==> config.mk <==
export PLATFORM = sky130hd
export DESIGN_NAME = signed_int_to_decimal_ascii_core
export DESIGN_NICKNAME = d
export VERILOG_FILES = /design/src/sv/itoa_pkg.sv /design/src/sv/itoa_bcd.sv /design/src/sv/itoa_emit.sv /design/src/sv/signed_int_to_decimal_ascii_core.sv
export VERILOG_INCLUDE_DIRS = /design/src /design/src/sv
export SDC_FILE = /design/constraint.sdc
export NUM_CORES = 1
export LEC_CHECK = 0
export BUFFER_PORTS_ARGS = -buffer_cell sky130_fd_sc_hd__buf_2
export CAP_MARGIN = 15
export CELL_PAD_IN_SITES_DETAIL_PLACEMENT = 1
export CELL_PAD_IN_SITES_GLOBAL_PLACEMENT = 2
export CORE_MARGIN = 10
export CORE_UTILIZATION = 40
export DETAILED_ROUTE_END_ITERATION = 6
export GPL_TIMING_DRIVEN = 0
export PLACE_DENSITY_LB_ADDON = 0.1
export SETUP_SLACK_MARGIN = 0.05
export SLEW_MARGIN = 20
export SYNTH_ARGS = -nofsm -noshare
export SYNTH_HDL_FRONTEND = slang
export SYNTH_SLANG_ARGS = --single-unit
==> constraint.sdc <==
create_clock -name clk -period 6.1 [get_ports clk]
set_input_delay 0.915 -clock clk [delete_from_list [all_inputs] [get_ports clk]]
set_output_delay 0.915 -clock clk [all_outputs]
set_load 0.02 [all_outputs]
==> src/sv/signed_int_to_decimal_ascii_core_defines.svh <==
// Assertion macros shared by the integer-to-text modules.
`ifndef SIGNED_INT_TO_DECIMAL_ASCII_CORE_DEFINES_SVH
`define SIGNED_INT_TO_DECIMAL_ASCII_CORE_DEFINES_SVH

// Same-cycle implication, checked outside reset.
`define ITOA_ASSERT_NOW(lbl, ante, cons, msg) \
	lbl: assert property (@(posedge clk) disable iff (!arst_n) (ante) |-> (cons)) \
		else $error(msg);

// Next-cycle implication, checked outside reset.
`define ITOA_ASSERT_NEXT(lbl, ante, cons, msg) \
	lbl: assert property (@(posedge clk) disable iff (!arst_n) (ante) |=> (cons)) \
		else $error(msg);

`endif

==> src/sv/itoa_pkg.sv <==
// Shared constants and types of the integer-to-text block.
package itoa_pkg;

	localparam int ValueWidth = 32;
	localparam int NumDigits  = 10;
	localparam int CntWidth   = $clog2(ValueWidth);
	localparam int RemWidth   = $clog2(NumDigits + 1);

	localparam logic [7:0] CharMinus = 8'd45;
	localparam logic [7:0] CharZero  = 8'd48;

	typedef logic [3:0] digit_t;
	typedef logic [NumDigits-1:0][3:0] digits_t;

	// Finished conversion handed from the converter to the serializer.
	typedef struct packed {
		logic    valid;
		logic    neg;
		digits_t digits;
	} bcd_res_t;

endpackage

==> src/sv/itoa_bcd.sv <==
// Bit-serial binary to BCD converter (shift and add three).
`include "signed_int_to_decimal_ascii_core_defines.svh"

module itoa_bcd (
	input  logic                           clk,
	input  logic                           arst_n,
	input  logic                           start,
	input  logic                           neg,
	input  logic [itoa_pkg::ValueWidth-1:0] mag,
	output logic                           busy,
	output itoa_pkg::bcd_res_t             res
);

	logic [itoa_pkg::ValueWidth-1:0]   bin_q;
	itoa_pkg::digits_t                 bcd_q;
	itoa_pkg::digits_t                 adj;
	logic [itoa_pkg::NumDigits*4-1:0] adj_bits;
	logic [itoa_pkg::CntWidth-1:0]     cnt_q;
	logic                              busy_q;
	logic                              done_q;
	logic                              neg_q;

	// Each digit of five or more gets three added before the shift.
	always_comb begin
		for (int i = 0; i < itoa_pkg::NumDigits; i++) begin
			adj[i] = (bcd_q[i] >= 4'd5) ? bcd_q[i] + 4'd3 : bcd_q[i];
		end
	end

	// Flat view of the adjusted digits for the one-bit shift.
	assign adj_bits = adj;

	// One magnitude bit moves into the BCD register per cycle.
	always_ff @(posedge clk or negedge arst_n) begin
		if (!arst_n) begin
			busy_q <= 1'b0;
			done_q <= 1'b0;
			cnt_q  <= '0;
		end else begin
			done_q <= 1'b0;
			if (start) begin
				busy_q <= 1'b1;
				cnt_q  <= '0;
			end else if (busy_q) begin
				cnt_q <= cnt_q + 1'b1;
				if (cnt_q == itoa_pkg::CntWidth'(itoa_pkg::ValueWidth - 1)) begin
					busy_q <= 1'b0;
					done_q <= 1'b1;
				end
			end
		end
	end

	// Payload registers need no reset.
	always_ff @(posedge clk) begin
		if (start) begin
			bin_q <= mag;
			bcd_q <= '0;
			neg_q <= neg;
		end else if (busy_q) begin
			bin_q <= {bin_q[itoa_pkg::ValueWidth-2:0], 1'b0};
			bcd_q <= {adj_bits[itoa_pkg::NumDigits*4-2:0], bin_q[itoa_pkg::ValueWidth-1]};
		end
	end

	assign busy       = busy_q | done_q;
	assign res.valid  = done_q;
	assign res.neg    = neg_q;
	assign res.digits = bcd_q;

endmodule

==> src/sv/itoa_emit.sv <==
// Character serializer: sign, then digits without leading zeros.
`include "signed_int_to_decimal_ascii_core_defines.svh"

module itoa_emit (
	input  logic               clk,
	input  logic               arst_n,
	input  itoa_pkg::bcd_res_t res,
	output logic               busy,
	output logic               out_valid,
	input  logic               out_stall,
	output logic [7:0]         char_code,
	output logic               last_char
);

	typedef enum logic [1:0] {
		IDLE,
		SIGN,
		DIGIT
	} state_t;

	state_t                        state_q;
	itoa_pkg::digits_t             dig_q;
	logic [itoa_pkg::RemWidth-1:0] rem_q;
	logic                          started_q;
	logic                          out_valid_q;
	logic [7:0]                    char_q;
	logic                          last_q;
	logic                          advance;
	itoa_pkg::digit_t              head;
	logic                          final_digit;

	assign advance     = !out_valid_q || !out_stall;
	assign head        = dig_q[itoa_pkg::NumDigits-1];
	assign final_digit = (rem_q == itoa_pkg::RemWidth'(1));

	// Sequencer and output register; a leading zero costs a scan step but no request.
	always_ff @(posedge clk or negedge arst_n) begin
		if (!arst_n) begin
			state_q     <= IDLE;
			dig_q       <= '0;
			rem_q       <= '0;
			started_q   <= 1'b0;
			out_valid_q <= 1'b0;
			char_q      <= '0;
			last_q      <= 1'b0;
		end else begin
			unique case (state_q)
				IDLE: begin
					if (advance) begin
						out_valid_q <= 1'b0;
					end
					if (res.valid) begin
						dig_q     <= res.digits;
						rem_q     <= itoa_pkg::RemWidth'(itoa_pkg::NumDigits);
						started_q <= 1'b0;
						state_q   <= res.neg ? SIGN : DIGIT;
					end
				end
				SIGN: begin
					if (advance) begin
						out_valid_q <= 1'b1;
						char_q      <= itoa_pkg::CharMinus;
						last_q      <= 1'b0;
						state_q     <= DIGIT;
					end
				end
				DIGIT: begin
					if (advance) begin
						dig_q <= {dig_q[itoa_pkg::NumDigits-2:0], 4'd0};
						rem_q <= rem_q - 1'b1;
						if (started_q || head != 4'd0 || final_digit) begin
							out_valid_q <= 1'b1;
							char_q      <= itoa_pkg::CharZero + {4'd0, head};
							last_q      <= final_digit;
							started_q   <= 1'b1;
						end else begin
							out_valid_q <= 1'b0;
						end
						if (final_digit) begin
							state_q <= IDLE;
						end
					end
				end
				default: state_q <= IDLE;
			endcase
		end
	end

	assign busy      = (state_q != IDLE);
	assign out_valid = out_valid_q;
	assign char_code = char_q;
	assign last_char = last_q;

	`ITOA_ASSERT_NOW(a_load_idle, res.valid, state_q == IDLE, "conversion arrived while busy")
	`ITOA_ASSERT_NOW(a_last_digit, out_valid_q && last_q, char_q != itoa_pkg::CharMinus,
		"sign marked as final character")
	`ITOA_ASSERT_NOW(a_digit_range, out_valid_q && char_q != itoa_pkg::CharMinus,
		char_q >= itoa_pkg::CharZero && char_q <= itoa_pkg::CharZero + 8'd9,
		"character out of digit range")

endmodule

==> src/sv/signed_int_to_decimal_ascii_core.sv <==
// Top level of the signed integer to decimal ASCII converter.
// Flow: the BCD converter shifts in the magnitude bit by bit and hands its result to the
// serializer, which sends the sign (if negative) and then scans the ten digit positions.
// One number at a time; leading zeros take a scan step each, output stalls hold the scan.
// Reset: arst_n asynchronously clears the sequencers and the output valid.
module signed_int_to_decimal_ascii_core (
	input  logic                            clk,
	input  logic                            arst_n,
	input  logic                            in_valid,
	output logic                            in_stall,
	input  logic [itoa_pkg::ValueWidth-1:0] value,
	output logic                            out_valid,
	input  logic                            out_stall,
	output logic [7:0]                      char_code,
	output logic                            last_char
);

	logic                            accept;
	logic                            neg;
	logic [itoa_pkg::ValueWidth-1:0] mag;
	logic                            bcd_busy;
	logic                            emit_busy;
	itoa_pkg::bcd_res_t              res;

	// One number in flight at a time; the final character may still wait at the output.
	assign in_stall = bcd_busy | emit_busy;
	assign accept   = in_valid && !in_stall;

	// Magnitude in unsigned arithmetic also covers the most negative value.
	assign neg = value[itoa_pkg::ValueWidth-1];
	assign mag = neg ? (~value + 1'b1) : value;

	itoa_bcd u_bcd (
		.clk    (clk),
		.arst_n (arst_n),
		.start  (accept),
		.neg    (neg),
		.mag    (mag),
		.busy   (bcd_busy),
		.res    (res)
	);

	itoa_emit u_emit (
		.clk       (clk),
		.arst_n    (arst_n),
		.res       (res),
		.busy      (emit_busy),
		.out_valid (out_valid),
		.out_stall (out_stall),
		.char_code (char_code),
		.last_char (last_char)
	);

endmodule

==> results of run 1 <==
layer usage:
layer  part of all wire [%]  GRT usage, %  up-vias
li1                       -             -     2754
met1                     45         19.62     2843
met2                     50         29.00       71
met3                    3.0         3.849       24
met4                    1.6         5.488        0
met5                      0             0        -
logic make-up (layout without fill, tap and decap cells):
group,Yosys count,in the layout
flip-flops,135,135
other,1,2
multiplexers,50,50
adder cells (fa/ha/maj),29,29
AND/OR/NAND/NOR,223,223
XOR/XNOR,47,47
AO/OA/AOI/OAI,188,188
buffers and inverters,72,148
power groups by stage:
stage	combinational, mW	clock, mW	sequential (mW)
CTS	1.75	1.01	1.68
floorplan	1.27	0	1.59
global route	1.98	1.05	1.74
detailed placement	1.74	0	1.69
finish	1.71	0.997	1.68
global placement	1.65	0	1.67
placed cells by master (no fill, tap or decap), types with 4 or more instances in the layout:
| cell | instances |
|---|---|
| a21oi_1 | 38 |
| a22o_1 | 6 |
| a31o_2 | 7 |
| buf_1 | 7 |
| buf_2 | 44 |
| clkbuf_1 | 34 |
| clkbuf_16 | 18 |
| clkinv_2 | 7 |
| dfrtp_1 | 62 |
| dfxtp_1 | 40 |
| edfxtp_1 | 33 |
| ha_1 | 29 |
| inv_1 | 29 |
| mux2i_1 | 50 |
| nand2_1 | 98 |
| nand2b_1 | 17 |
| nand3_1 | 17 |
| nor2_1 | 38 |
| nor3_1 | 12 |
| nor3b_1 | 5 |
| nor4_1 | 4 |
| o21ai_0 | 88 |
| o21ai_1 | 6 |
| o22ai_1 | 13 |
| o31ai_1 | 9 |
| o41ai_2 | 5 |
| or3_1 | 8 |
| xnor2_1 | 13 |
| xor2_1 | 34 |
registers in the layout, summed over array words and instances (netlist names), 2 cells and up:
signal / count
u_emit.dig_q: 36
u_emit.state_q: 2
u_emit.head: 4
u_emit.char_code: 6
u_bcd.bin_q: 32
u_bcd.res: 40
u_emit.rem_q: 4
u_bcd.cnt_q: 5
metrics by stage:
stage	hold WS [ns]	util [%]	worst slack [ns]	area, um2
6_report	0.4654	47.25	2.876	8202
3_3_place_gp	0.4465	43.99	2.386	7635
3_5_place_dp	0.4518	44.02	2.811	7640
2_1_floorplan	0.4440	-	3.266	7133
4_1_cts	0.4695	47.25	2.794	8202
5_1_grt	0.4841	47.25	2.532	8202
path summary, 6_finish.rpt:
check / startpoint / end / slack, ns / cells after the start
max: u_emit.state_q[0] / u_bcd.bin_q[30] / 2.88 / 7
min: u_emit.char_code[5] / u_emit.char_code[5] / 0.47 / 1
max in group asynchronous: arst_n / u_bcd.cnt_q[0] / 5.00 / 1
max reg2reg: u_emit.state_q[0] / u_bcd.bin_q[30] / 2.88 / 7
min in group asynchronous: arst_n / u_emit.dig_q[33] / 0.58 / 1
min reg2reg: u_emit.char_code[5] / u_emit.char_code[5] / 0.47 / 1
worst register-to-register path, stage by stage (launching register included):
cell and delay, ns:
dfrtp_1 0.37, inv_1 0.08, ha_1 0.28, nand2b_1 0.28, nand3b_1 0.18, clkbuf_1 0.41
buf_1 0.56, nand2_2 0.63
cell type report:
type / instances / area (um2) / share of cell area [%]
Buffer: 42 / 173.9 / 2.121
Clock buffer: 23 / 489.2 / 5.965
Clock inverter: 9 / 72.57 / 0.8848
Inverter: 30 / 112.6 / 1.373
Multi-Input combinational cell: 539 / 3506 / 42.75
Sequential cell: 135 / 3343 / 40.76
Tap cell: 225 / 281.5 / 3.432
Timing Repair Buffer: 44 / 222.7 / 2.715
==> results.cfg, run 1 <==
[layout]
num-fill-cells = 2004
drive_above_1_share_pct = 11.44
antennaDiodeCount = 0
nets = 874
area_growth_pct = 15.04
layout.cells.non_filler = 1047

[power]
power_frac_seq_pct = 38.3
power.total_mw = 4.392
comb_power_share_pct = 39.0
peakVddDrop_uv = 267.2
switching_power_mw = 1.748
intPower_mw = 2.645
power.density_mw_per_mm2 = 535.6
clockPowerShare_pct = 22.7
swShare_pct = 39.79
leakagePower_nw = 3.498

[floorplan]
fp.dieH_um = 153.5
die_w_um = 153.5
rows = 48
num_io_pins = 47
die_area_mm2 = 0.02356
core_mm2 = 0.01736
start_util_pct = 41.08

[timing]
rsz0062_at_grt = false
setup_violations = 0
drv_slew = 0
timing.slew.headroom_pct = 47.37
tightest_slew_ns = 0.7894
finalClockSkew_ns = 0.01170
setup_tns_ns = 0
max_freq_ghz = 0.3102
min_period_ns = 3.224
period_share_pct = 52.85
hold_violations = 0

[placement]
place_congestion = 0.7963
portBuffers = 44
dp_cells = 1015
dp_hpwl_mm = 14.20

[job]
max-cap-violations = 0

[detailed_routing]
firstDrtPassIters = 4
drt_wl_total_mm = 19.36
postRouteAntennaNets = 0
vias = 5692
drt_iter0_drc = 199
wire_per_inst_um = 18.49
vias_per_cell = 5.436
drc = 0

[yosys]
synth_area_per_cell_um2 = 9.570
synth-xor-area-share_pct = 5.774
yosys.area_share.simple_pct = 14.94
synth_top_family_by_area = compound AO/OA/AOI/OAI gates
synth_commonest_cells = nand2_1, o21ai_0, dfrtp_1
muxShareOfSynthArea_pct = 7.020
synth_most_common_cell = nand2_1
syn_area_mm2 = 0.007129
synth_adder_area_share_pct = 5.090
synth_cells = 745
synthTopCellsByArea = dfrtp_1, edfxtp_1, dfxtp_1
synth_top_area_share_pct = 21.76
ys_async_sr_fraction_pct = 45.93
yosys.area.top_type = dfrtp_1
yosysWarnings = 0
synth-main-ff-cell = dfrtp_1
synth_edf_count = 33
yosysSeqAreaShare_pct = 46.89
synth_compound_area_share_pct = 16.22
ys_ff_latch = 135
synth_cell_types = 55

[worst_setup_path]
critPathKind = flip-flop to flip-flop
cpPeakStageDelay_ns = 0.62
startpoint_type = flip-flop
crit_path_top_delay_cell = nand2_2
cp_data_arrival_time_ns = 3.21
crit_family = simple AND/OR/NAND/NOR gates
worstPathRequired_ns = 6.09
crit_fanout = 32
crit_path_end_kind = flip-flop
worstPathBufferInverterCount = 3
crit_chain = inv_1 > ha_1 > nand2b_1 > nand3b_1 > clkbuf_1 > buf_1 > nand2_2

[clocking]
clockRootBuffer = clkbuf_16
cts_buffers = 17
clk_latency_ns = 0.43
cts_tree = built
clk_pin_slew_ns = 0.06
cts_resized = 0
cts.sinks = 135
postCtsHoldBufs = 0
clk_path_buf_depth = 2
post_cts_buffers = 0
htreeDepth = 4

[hold_path]
min_path_type = flip-flop to flip-flop

[global_routing]
gr-usage-all-layers_pct = 16.61
antenna_found_initial = 0
grt_first_pass_wirelength_mm = 32.26
grt_max_degree = 63
gr-total-overflow = 0
grt_pass1_vias = 6299

[status]
outcome = finished clean
Power figures use the tool's default switching activity.
==> inputs of run 2 (changes only) <==
Settings changed: ABC_AREA set to 1, CORE_UTILIZATION 40 to 36.
Clock period 6.1 ns to 3.3 ns, I/O delays scaled along.
==> results.cfg, run 2 <==
[yosys]
synth_cells = 957
synth_cell_types = 35
ys_ff_latch = 135
syn_area_mm2 = 0.007450
synth_most_common_cell = nand2_1
yosysWarnings = 0
synth_edf_count = 33
synth_commonest_cells = nand2_1, inv_1, o21ai_0
yosys.area.top_type = dfrtp_1
synthTopCellsByArea = dfrtp_1, edfxtp_1, nand2_1
synth-main-ff-cell = dfrtp_1
synth_top_area_share_pct = 20.83
ys_async_sr_fraction_pct = 45.93
synth_area_per_cell_um2 = 7.784
yosysSeqAreaShare_pct = 44.88

[clocking]
cts_tree = built
clockRootBuffer = clkbuf_16
cts.sinks = 135
clk_path_buf_depth = 2
clk_pin_slew_ns = 0.07
htreeDepth = 4
cts_buffers = 17
post_cts_buffers = 0
clk_latency_ns = 0.43

[worst_setup_path]
crit_fanout = 41
startpoint_type = flip-flop
critPathKind = flip-flop to flip-flop
worstPathRequired_ns = 3.36
cp_data_arrival_time_ns = 2.63
regToRegSetupSlack_ns = 0.73
crit_path_end_kind = flip-flop

[power]
peakVddDrop_uv = 375.9
leakagePower_nw = 4.089
power.density_mw_per_mm2 = 990.3

[floorplan]
core_mm2 = 0.02030
die_w_um = 163.9
die_area_mm2 = 0.02685
rows = 52
num_io_pins = 47
fp.dieH_um = 163.9
start_util_pct = 36.70

[timing]
period_share_pct = 77.99
max_freq_ghz = 0.3885
tightest_slew_ns = 0.8443
finalClockSkew_ns = 0.01348
rsz0062_at_grt = false
timing.slew.headroom_pct = 43.71
hold_violations = 0
finalWorstSetupSlack_ns = 0.7263
whs_ns = 0.4166
setup_violations = 0
min_period_ns = 2.574
drv_slew = 0
setup_tns_ns = 0

[global_routing]
grt_max_degree = 42
grt_first_pass_wirelength_mm = 36.52
antenna_found_initial = 0
grt_pass1_vias = 6948
gr-usage-all-layers_pct = 17.41
gr-total-overflow = 0

[layout]
layout.cells.non_filler = 1306
antennaDiodeCount = 0
area_growth_pct = 16.02
nets = 1088
drive_above_1_share_pct = 11.97
largest_reg_flops = 40
final_cell_mix = nand2_1, inv_1, o21ai_0, buf_2, dfrtp_1
final_common_cell = nand2_1
postLayoutCellArea_mm2 = 0.008643

[status]
outcome = finished clean

[placement]
dp_hpwl_mm = 16.33
dp_cells = 1273
placed_cell_area_mm2 = 0.008034
place_congestion = 0.8320
dp_slack_ns = 0.6962
portBuffers = 44

[hold_path]
min_path_type = input pin to flip-flop

[detailed_routing]
postRouteAntennaNets = 0
firstDrtPassIters = 6
drt_wl_total_mm = 22.49
vias = 6534
wire_per_inst_um = 17.22
drt_iter0_drc = 285
vias_per_cell = 5.003
drc = 0

[job]
max-cap-violations = 0
[run 2: logic make-up (layout without fill, tap and decap cells)]
logic type / Yosys count / after routing / share of synthesized area [%]
other: 1 / 2 / 0.05034
adders and majority gates: 29 / 29 / 4.871
AOI/OAI and AO/OA: 224 / 224 / 17.20
buffers and inverters: 190 / 268 / 10.23
DFF: 135 / 135 / 44.88
and+or+nand+nor: 356 / 356 / 20.19
xor gates and xnor gates: 22 / 22 / 2.587
[run 2: final cells by class]
class	count	area [um2]
Fill cell	2577	11660
Inverter	149	559.3
Clock buffer	19	454.2
Tap cell	270	337.8
Sequential cell	135	3343
Multi-Input combinational cell	633	3348
Timing Repair Buffer	46	252.7
Buffer	41	202.7
Clock inverter	13	145.1
[run 2: repair_timing]
item | 4_1_cts | 5_1_grt
hold buffers | 1 | 0
hold endpoints to repair | 23 | 0
endpoints found under the setup margin | 0 | 0
resized for setup | 0 | 0
[run 2: stage by stage]
step                utilization [%]  power [mW]
finish                        42.58       8.559
global route                  42.58       9.369
CTS                           42.58       8.672
detailed placement            39.58       6.641
global placement              39.47       6.541
floorplan                         -       5.522
[run 2: final timing paths]
kind / depth (start not counted) / end / from
min in group asynchronous: 2 / u_emit.dig_q[30] / arst_n
worst max register to register: 9 / u_bcd.bin_q[30] / u_emit.state_q[1]
worst max-delay path: 9 / u_bcd.bin_q[30] / u_emit.state_q[1]
worst min register to register: 2 / u_emit.char_code[5] / u_emit.char_code[5]
max in group asynchronous: 3 / u_emit.dig_q[2] / arst_n
worst min-delay path: 3 / u_bcd.bin_q[0] / value[0]
[run 2: per-layer routing]
metal | part of all wire, % | vias to the layer above | wire length (um) | global-route usage (%)
met5 | 0 | - | 0 | 0
met4 | 0.94 | 0 | 211 | 4.630
met1 | 45 | 3148 | 10080 | 20.17
met2 | 51 | 90 | 11440 | 31.90
met3 | 3.4 | 20 | 761 | 3.429
li1 | - | 3276 | - | -
[run 2: power by group]
| group | switching, mW | internal (mW) |
|---|---|---|
| logic | 2.34 | 1.24 |
| registers | 0.435 | 2.58 |
| clock network | 0.797 | 1.16 |
| total | 3.57 | 4.99 |
[run 2: critical path: stages (launching register included)]
cell	delay (ns)
dfrtp_1	0.42
inv_1	0.10
ha_1	0.19
inv_2	0.08
nor2_2	0.24
nand3_2	0.16
inv_2	0.14
nor2_4	0.07
inv_2	0.24
buf_4	0.54
==> inputs of run 3 (changes only) <==
Settings changed: CORE_UTILIZATION 36 to 33.
Clock period 3.3 ns to 2.28 ns, I/O delays scaled along.
==> results.cfg, run 3 (synthesized netlist as in run 2, its figures left out) <==
[status]
outcome = finished clean

[floorplan]
die_area_mm2 = 0.02899
start_util_pct = 33.82
rows = 54
die_w_um = 170.3
fp.dieH_um = 170.3
core_mm2 = 0.02203
num_io_pins = 47

[timing]
period_share_pct = 92.33
min_period_ns = 2.105
whs_ns = 0.2723
finalWorstSetupSlack_ns = 0.1748
rsz0062_at_grt = false
drv_slew = 0
max_freq_ghz = 0.4750
setup_violations = 0
timing.slew.headroom_pct = 46.30
setup_tns_ns = 0
tightest_slew_ns = 0.8055
finalClockSkew_ns = 0.01024
hold_violations = 0

[power]
power_frac_seq_pct = 34.9
leakagePower_nw = 4.120
intPower_mw = 7.354
comb_power_share_pct = 41.6
power.density_mw_per_mm2 = 1429
power.total_mw = 12.45
clockPowerShare_pct = 23.5
peakVddDrop_uv = 462.4
switching_power_mw = 5.100
swShare_pct = 40.95

[clocking]
cts_tree = built
cts.sinks = 135
clk_path_buf_depth = 2
cts_buffers = 17
clk_pin_slew_ns = 0.06
htreeDepth = 4
clockRootBuffer = clkbuf_16
clk_latency_ns = 0.43

[global_routing]
grt_pass1_vias = 6791
grt_max_degree = 42
gr-total-overflow = 0
gr-usage-all-layers_pct = 15.91
grt_first_pass_wirelength_mm = 36.16
antenna_found_initial = 1

[worst_setup_path]
worstPathRequired_ns = 1.94
crit_fanout = 10
startpoint_type = flip-flop
critPathKind = flip-flop to output port
cp_data_arrival_time_ns = 1.76
regToRegSetupSlack_ns = 0.24
crit_path_end_kind = output port

[job]
max-cap-violations = 0

[detailed_routing]
vias_per_cell = 4.872
drc = 0
postRouteAntennaNets = 0
drt_iter0_drc = 349
vias = 6411
drt_wl_total_mm = 22.23
firstDrtPassIters = 5
wire_per_inst_um = 16.89

[hold_path]
min_path_type = input pin to flip-flop

[layout]
area_growth_pct = 17.01
drive_above_1_share_pct = 11.97
largest_reg_flops = 40
final_common_cell = nand2_1
nets = 1088
postLayoutCellArea_mm2 = 0.008717
final_cell_mix = nand2_1, inv_1, o21ai_0, buf_2, dfrtp_1
antennaDiodeCount = 0
utilization_pct = 39.58
layout.cells.non_filler = 1316

[placement]
portBuffers = 44
dp_hpwl_mm = 16.24
dp_cells = 1283
place_congestion = 0.8152
placed_cell_area_mm2 = 0.008054
dp_slack_ns = -0.3525
run 3: cell types whose count changed in the layout (fill, tap and decap cells not counted), sizes merged:
cell,change
inv,+2
buf,-1
bufinv,+1
clkinvlp,-2
clkbuf,+2
clkinv,-2
run 3: power groups by stage:
stage          registers, mW  clock network (mW)  logic (mW)
5_1_grt                 4.50                3.11        6.01
2_1_floorplan           4.25                   0        3.74
4_1_cts                 4.36                3.00        5.29
6_report                4.35                2.93        5.18
3_3_place_gp            4.38                   0        5.11
3_5_place_dp            4.40                   0        5.19
run 3: critical path, cell delays in order, from the launching register on:
cell and delay [ns]:
dfrtp_1 0.36, buf_2 0.18, inv_2 0.07, clkbuf_4 0.24
buf_4 0.25, nand2_1 0.07, buf_2 0.17
run 3: worst paths after layout:
path,end,from,depth (start not counted)
worst min register to register,u_emit.char_code[5],u_emit.char_code[5],2
worst min-delay path,u_bcd.bin_q[0],value[0],3
worst max register to register,u_bcd.bin_q[15],u_emit.state_q[1],9
min in group asynchronous,u_emit.dig_q[30],arst_n,2
max in group asynchronous,u_emit.dig_q[10],arst_n,3
worst max-delay path,in_stall,u_bcd.busy_q,6
run 3: timing repair:
| action | in CTS | in global routing |
|---|---|---|
| resized for setup | 7 | 1 |
| setup endpoints to repair | 42 | 1 |
| buffers inserted | 0 | 0 |
| cloned | 0 | 0 |
| hold endpoints to repair | 21 | 0 |
| hold buffers | 1 | 0 |
run 3: layout make-up:
type                    count  area, um2
plain buffers              41      227.7
repair buffers             46      260.3
multi-input cells         633       3353
flip-flops and latches    135       3343
clock buffers              20      456.7
fillers                  2703      13310
clock inverters            12      163.9
well taps                 280      350.3
inverters                 149      561.8
run 3: metal layers:
| metal | track usage, % | wire length (um) |
|---|---|---|
| met4 | 4.310 | 270 |
| met3 | 3.517 | 731 |
| met1 | 19.28 | 10400 |
| met2 | 27.76 | 10820 |
| met5 | 0 | 13 |
